==> src/hw/rtl/utf8d_pkg.sv <==
`timescale 1ns / 1ps

package utf8d_pkg;

  // Result status codes
  typedef enum logic [1:0] {
    ST_OK       = 2'd0,
    ST_BAD_LEAD = 2'd1,
    ST_BAD_CONT = 2'd2,
    ST_TRUNC    = 2'd3
  } status_t;

  localparam int unsigned CP_BITS    = 21;
  localparam int unsigned CNT_OUT_BITS = 16;

  // Lead and continuation byte patterns
  localparam logic [7:0] CONT_MASK  = 8'hC0;
  localparam logic [7:0] CONT_TAG   = 8'h80;
  localparam logic [7:0] LEAD2_MASK = 8'hE0;
  localparam logic [7:0] LEAD2_TAG  = 8'hC0;
  localparam logic [7:0] LEAD3_MASK = 8'hF0;
  localparam logic [7:0] LEAD3_TAG  = 8'hE0;
  localparam logic [7:0] LEAD4_MASK = 8'hF8;
  localparam logic [7:0] LEAD4_TAG  = 8'hF0;
  localparam logic [7:0] PAY_CONT   = 8'h3F;
  localparam logic [7:0] PAY_LEAD2  = 8'h1F;
  localparam logic [7:0] PAY_LEAD3  = 8'h0F;
  localparam logic [7:0] PAY_LEAD4  = 8'h07;

  // Decoder state apart from the point counter
  typedef struct packed {
    logic [1:0]         pending;
    logic [CP_BITS-1:0] partial;
    logic               discarding;
  } dec_state_t;

  // One result item apart from the count
  typedef struct packed {
    logic [CP_BITS-1:0] code_point;
    status_t            status;
    logic               buffer_end;
  } dec_result_t;

endpackage

==> src/hw/rtl/utf8_stream_decoder.sv <==
`timescale 1ns / 1ps

// Streaming UTF-8 decoder. Takes one byte per item (tlast on the buffer's
// final byte) and returns one result for each completed code point or error:
// code point and running count in tdata, status in tuser, buffer end in tlast.
// One byte is accepted every cycle unless the result register stalls; a byte
// passes the input register and the decode step into the result register.
// Throughput is set only by the downstream tready, which stalls the input
// register when the result register is full.
// After an error, bytes up to the buffer's last byte produce no result.
module utf8_stream_decoder import utf8d_pkg::*; #(
  parameter int unsigned COUNT_BITS = 16
) (
  input  logic        clk,
  input  logic        rst_n,
  input  logic        in_tvalid,
  output logic        in_tready,
  input  logic [7:0]  in_tdata,   // [7:0] byte_value
  input  logic        in_tlast,   // last_byte
  output logic        out_tvalid,
  input  logic        out_tready,
  output logic [39:0] out_tdata,  // [20:0] code_point, [36:21] count, [39:37] zero
  output logic [1:0]  out_tuser,  // [1:0] status
  output logic        out_tlast   // buffer_end
);

  logic                  in_valid_r;
  logic [7:0]            in_byte_r;
  logic                  in_last_r;
  dec_state_t            state_r;
  logic [COUNT_BITS-1:0] points_r;
  dec_state_t            state_nxt;
  logic [COUNT_BITS-1:0] points_nxt;
  logic                  emit;
  dec_result_t           result;
  logic [COUNT_BITS-1:0] result_count;
  logic                  out_valid_r;
  dec_result_t           out_res_r;
  logic [CNT_OUT_BITS-1:0] out_count_r;
  logic                  out_free;
  logic                  advance;

  assign out_free  = !out_valid_r || out_tready;
  assign advance   = in_valid_r && out_free;
  assign in_tready = !in_valid_r || out_free;

  utf8d_step #(
    .COUNT_BITS(COUNT_BITS)
  ) u_step (
    .cur_state    (state_r),
    .cur_points   (points_r),
    .byte_value   (in_byte_r),
    .last_byte    (in_last_r),
    .nxt_state    (state_nxt),
    .nxt_points   (points_nxt),
    .emit         (emit),
    .result       (result),
    .result_count (result_count)
  );

  // Capture the incoming item
  always_ff @(posedge clk) begin
    if (!rst_n) begin
      in_valid_r <= 1'b0;
    end else if (in_tready) begin
      in_valid_r <= in_tvalid;
    end
    if (in_tready && in_tvalid) begin
      in_byte_r <= in_tdata;
      in_last_r <= in_tlast;
    end
  end

  // Advance decoder state
  always_ff @(posedge clk) begin
    if (!rst_n) begin
      state_r  <= '0;
      points_r <= '0;
    end else if (advance) begin
      state_r  <= state_nxt;
      points_r <= points_nxt;
    end
  end

  // Hold the result until taken
  always_ff @(posedge clk) begin
    if (!rst_n) begin
      out_valid_r <= 1'b0;
    end else if (out_free) begin
      out_valid_r <= advance && emit;
    end
    if (advance && emit) begin
      out_res_r   <= result;
      out_count_r <= CNT_OUT_BITS'(result_count);
    end
  end

  assign out_tvalid = out_valid_r;
  assign out_tdata  = {3'b000, out_count_r, out_res_r.code_point};
  assign out_tuser  = out_res_r.status;
  assign out_tlast  = out_res_r.buffer_end;

endmodule

==> src/hw/rtl/utf8d_step.sv <==
`timescale 1ns / 1ps

module utf8d_step import utf8d_pkg::*; #(
  parameter int unsigned COUNT_BITS = 16
) (
  input  dec_state_t              cur_state,
  input  logic [COUNT_BITS-1:0]   cur_points,
  input  logic [7:0]              byte_value,
  input  logic                    last_byte,
  output dec_state_t              nxt_state,
  output logic [COUNT_BITS-1:0]   nxt_points,
  output logic                    emit,
  output dec_result_t             result,
  output logic [COUNT_BITS-1:0]   result_count
);

  logic               do_complete;
  logic               do_fail;
  status_t            fail_code;
  logic [CP_BITS-1:0] cp_val;
  logic [CP_BITS-1:0] lead_val;
  logic [1:0]         lead_need;
  logic [CP_BITS-1:0] shifted;
  logic [1:0]         pend_dec;
  logic [COUNT_BITS-1:0] pts_inc;

  assign shifted  = {cur_state.partial[CP_BITS-7:0], byte_value[5:0] & PAY_CONT[5:0]};
  assign pend_dec = cur_state.pending - 2'd1;
  assign pts_inc  = (cur_points == {COUNT_BITS{1'b1}}) ? cur_points
                                                       : cur_points + COUNT_BITS'(1);

  // Classify the byte against the current state
  always_comb begin
    do_complete = 1'b0;
    do_fail     = 1'b0;
    fail_code   = ST_OK;
    cp_val      = '0;
    lead_val    = '0;
    lead_need   = 2'd0;
    nxt_state   = cur_state;
    nxt_points  = cur_points;

    if (cur_state.discarding) begin
      if (last_byte) begin
        nxt_state  = '0;
        nxt_points = '0;
      end
    end else if (cur_state.pending == 2'd0) begin
      priority if (!byte_value[7]) begin
        do_complete = 1'b1;
        cp_val      = CP_BITS'(byte_value);
      end else if ((byte_value & LEAD2_MASK) == LEAD2_TAG) begin
        lead_need = 2'd1;
        lead_val  = CP_BITS'(byte_value & PAY_LEAD2);
      end else if ((byte_value & LEAD3_MASK) == LEAD3_TAG) begin
        lead_need = 2'd2;
        lead_val  = CP_BITS'(byte_value & PAY_LEAD3);
      end else if ((byte_value & LEAD4_MASK) == LEAD4_TAG) begin
        lead_need = 2'd3;
        lead_val  = CP_BITS'(byte_value & PAY_LEAD4);
      end else begin
        do_fail   = 1'b1;
        fail_code = ST_BAD_LEAD;
      end
      // A lead byte that closes the buffer leaves the point truncated
      if (lead_need != 2'd0) begin
        if (last_byte) begin
          do_fail   = 1'b1;
          fail_code = ST_TRUNC;
        end else begin
          nxt_state.pending = lead_need;
          nxt_state.partial = lead_val;
        end
      end
    end else if ((byte_value & CONT_MASK) != CONT_TAG) begin
      do_fail   = 1'b1;
      fail_code = ST_BAD_CONT;
    end else if (pend_dec == 2'd0) begin
      do_complete = 1'b1;
      cp_val      = shifted;
    end else if (last_byte) begin
      do_fail   = 1'b1;
      fail_code = ST_TRUNC;
    end else begin
      nxt_state.pending = pend_dec;
      nxt_state.partial = shifted;
    end

    // Finish the point or drop into discard; buffer end clears everything
    if (do_complete) begin
      nxt_state.pending = 2'd0;
      nxt_state.partial = '0;
      nxt_points        = last_byte ? '0 : pts_inc;
    end else if (do_fail) begin
      nxt_state.pending    = 2'd0;
      nxt_state.partial    = '0;
      nxt_state.discarding = !last_byte;
      if (last_byte) begin
        nxt_points = '0;
      end
    end
  end

  // Build the result item
  assign emit              = do_complete | do_fail;
  assign result.code_point = do_complete ? cp_val : '0;
  assign result.status     = do_complete ? ST_OK : fail_code;
  assign result.buffer_end = last_byte;
  assign result_count      = do_complete ? pts_inc : cur_points;

endmodule
==> config.mk <==
export PLATFORM = sky130hd
export DESIGN_NAME = utf8_stream_decoder
export DESIGN_NICKNAME = d
export VERILOG_FILES = /design/src/hw/rtl/utf8d_pkg.sv /design/src/hw/rtl/utf8_stream_decoder.sv /design/src/hw/rtl/utf8d_step.sv
export SDC_FILE = /design/constraint.sdc
export NUM_CORES = 1
export LEC_CHECK = 0
export ABC_AREA = 1
export BUFFER_PORTS_ARGS = -buffer_cell sky130_fd_sc_hd__buf_2
export CORE_MARGIN = 5
export CORE_UTILIZATION = 55
export DETAILED_ROUTE_END_ITERATION = 6
export PLACE_DENSITY = 0.8
export SYNTH_ARGS = -nofsm -noshare
export SYNTH_HDL_FRONTEND = slang
export SYNTH_SLANG_ARGS = --single-unit
==> constraint.sdc <==
create_clock -name clk -period 6.9 [get_ports clk]
set_input_delay 1.38 -clock clk [delete_from_list [all_inputs] [get_ports clk]]
set_output_delay 1.38 -clock clk [all_outputs]
set_load 0.05 [all_outputs]
==> impl_metrics.yaml <==
cells_and_area:
  drive_gt1_share_pct: 20.63
  nNetsFinal: 513
  stdcell_count: 603
  syn2layout_area_growth_pct: 12.87
  diodes: 0
  final_cell_area_sq_mm: 0.004476
  fillers: 623
  utilization_pct: 62.71
synthesis:
  yosys_warnings: 0
  ys_ff_latch: 85
  async_flop_share_pct: 0
  syn_inst: 448
  syn-cell-area_sq_mm: 0.003965
  synthDistinctLibCells: 36
  synth.most_common_cell: "nand2_1"
  synth_flop_cell: "edfxtp_1"
  avgSynthCellArea_sq_um: 8.851
  ys_seq_area_share_pct: 55.29
  synthTopCellsByCount: "nand2_1 (102), edfxtp_1 (49), inv_1 (49)"
  synth_edf_count: 49
  yosys.area.top_type: "edfxtp_1"
  synth.top_cell.area_share_pct: 37.11
  synth_area_leaders: "edfxtp_1 (37%), dfxtp_1 (18%), nand2_1 (9.7%)"
routing:
  wire_per_inst_microns: 13.33
  postRouteAntennaNets: 0
  drc_errors: 0
  wirelength_microns: 8036
  drt_pre_antenna_iters: 5
  via_per_inst: 5.262
  vias: 3173
  first_iter_violations: 253
critical_path:
  worstPathCellList: "buf_2 > inv_1 > nand3_1 > buf_2"
  arrival_ns: 1.87
  worst_path_max_delay_cell: "buf_2"
  slowest_delay_ns: 0.28
  worst-path-buf-inv: 3
  endpoint_kind: "primary output"
  worst_setup_path_start_kind: "input pin"
  crit_fanout: 3
  crit_start: "out_tready"
  cpMostUsedCell: "buf_2"
  crit_type: "input pin to primary output"
  required_ns: 5.52
  cp.depth: 4
  ff2ff_path_depth: 11
  critical-path-top-delay-family: "buffers and inverters"
  rr_startpoint: "state_r[23]"
timing:
  rsz0062_at_grt: "no"
  fmax_mhz: 308.1
  clock_skew_ns: 0.009650
  fin_setup_tns_ns: 0
  fin_crit_sh_pct: 47.04
  period_needed_ns: 3.246
  finalSetupViolCount: 0
  worst_slew_pin_slew_ns: 1.049
  slew_headroom_pct: 29.84
  hold_violations: 0
  drv_slew: 0
clock_tree:
  cts_tree: "done"
  cts_resized: 0
  root_buffer: "clkbuf_8"
  path_clk_slew_ns: 0.09
  clock_path_buffers: 2
  ctsHoldBuffers: 0
  htree_levels: 3
  numCtsBuffers: 9
  clk_latency_ns: 0.36
  cts_setup_buffers: 0
  clock-sinks: 85
power_and_ir_drop:
  p_total_mw: 1.075
  p_leak_nw: 1.782
  power_density_mw_per_mm2: 240.2
  ir_drop_mv: 0.1397
floorplan:
  die_w_microns: 94.91
  dieHeight_microns: 94.91
  io_pins: 58
  coreArea_sq_mm: 0.007137
  rows: 31
  start_util_pct: 55.56
  dieArea_sq_mm: 0.009007
global_route:
  grt_use_met1_pct: 25.32
  grt_overflow_total: 0
  groute.layer.met3.usage_pct: 4.462
  gr-max-usage-layer: "met2"
  met2_usage_pct: 30.65
  grt_pass1_wl_microns: 13530
  antenna_found_initial: 0
  grt_max_degree: 31
  grt_pass1_vias: 2962
  grtUsageTotal_pct: 19.23
job:
  max_cap_viol_count: 0
placement:
  place_hpwl_microns: 5517
  postPlaceCellArea_sq_mm: 0.004277
  place_congestion: 0.9034
  port_buffers: 54
  dp.cells: 587
hold_path:
  worstHoldStart: "state_r[13]"
  hold_depth: 2
  hold_class: "flip-flop to flip-flop"
status:
  outcome: "complete, no violations"
state kept, by name, indices dropped and copies added, names as in the netlist:
name and cells:
out_tuser 2, in_valid_r 1, out_tdata 21, in_last_r 1, points_r 16, out_tlast 1
state_r 18, out_tvalid 1, out_count_r 16, in_byte_r 8
power by group:
group          switching, mW  internal [mW]  leakage, nW
logic                  0.122         0.0330        0.921
clock network          0.186          0.158        0.102
registers             0.0139          0.563        0.760
total                  0.321          0.754         1.78
per-stage QoR:
stage / hold WS (ns) / worst slack, ns
after floorplan: 0.4451 / 3.680
after global placement: 0.4587 / 3.353
after detailed placement: 0.4601 / 3.249
after CTS: 0.4737 / 3.638
after global routing: 0.5271 / 3.352
final: 0.4768 / 3.654
final cells by class:
type	count	area (sq um)	share of cell area, %
Tap cell	99	123.9	2.768
Sequential cell	85	2192	48.98
Multi-Input combinational cell	294	1469	32.82
Timing Repair Buffer	56	285.3	6.374
Clock inverter	6	50.05	1.118
Inverter	53	206.4	4.613
Clock buffer	10	148.9	3.327
cell families (layout without fill, tap and decap cells):
logic type | Yosys count | count (layout) | share of synthesized area [%]
adder cells (fa/ha/maj) | 1 | 1 | 0.3155
flip-flops | 85 | 85 | 55.29
XOR/XNOR | 4 | 4 | 1.073
buffers and inverters | 71 | 125 | 7.857
AO/OA/AOI/OAI | 69 | 69 | 9.972
other | 1 | 3 | 0.09458
AND/OR/NAND/NOR | 217 | 217 | 25.40
metal layers:
| metal | share of wire, % | vias up |
|---|---|---|
| met4 | 2.1 | 0 |
| met2 | 46 | 115 |
| met5 | 0 | - |
| met1 | 44 | 1468 |
| met3 | 7.0 | 13 |
| li1 | - | 1577 |
path summary, 6_finish.rpt:
| check | to | slack [ns] |
|---|---|---|
| hold reg to reg | state_r[13] | 0.48 |
| setup reg to reg | out_tdata[20] | 4.18 |
| setup / recovery | in_tready | 3.65 |
| hold / removal | state_r[13] | 0.48 |
worst register-to-register path, delay by kind of cell, from the launching register on:
family,cells,cell delay (ns)
flip-flops,1,0.39
buffers and inverters,3,1.04
AND/OR/NAND/NOR,8,0.93
layout by cell type, fill, tap and decap left out:
master / count
buf_2: 54
inv_8: 2
o21ai_1: 2
o21ai_0: 25
nor2_1: 48
a21oi_1: 30
nor2_4: 4
nand3b_1: 1
nand3_2: 1
clkinv_1: 1
o211a_1: 3
edfxtp_1: 49
ha_1: 1
o21ai_2: 4
nand4_4: 1
nand2_1: 102
nand2_2: 6
a21oi_2: 3
dfxtp_1: 36
xor2_1: 3
clkbuf_16: 1
a31oi_1: 1
nor3_1: 4
nand2_4: 3
clkinv_4: 2
a22oi_2: 1
nand3_1: 20
nand4_1: 20
clkbuf_8: 9
inv_2: 3
buf_4: 2
nor2_2: 5
conb_1: 3
and2_1: 1
inv_1: 49
and3_1: 1
xor2_2: 1
inv_6: 2
Note: power is estimated with default switching activity, not from simulation.
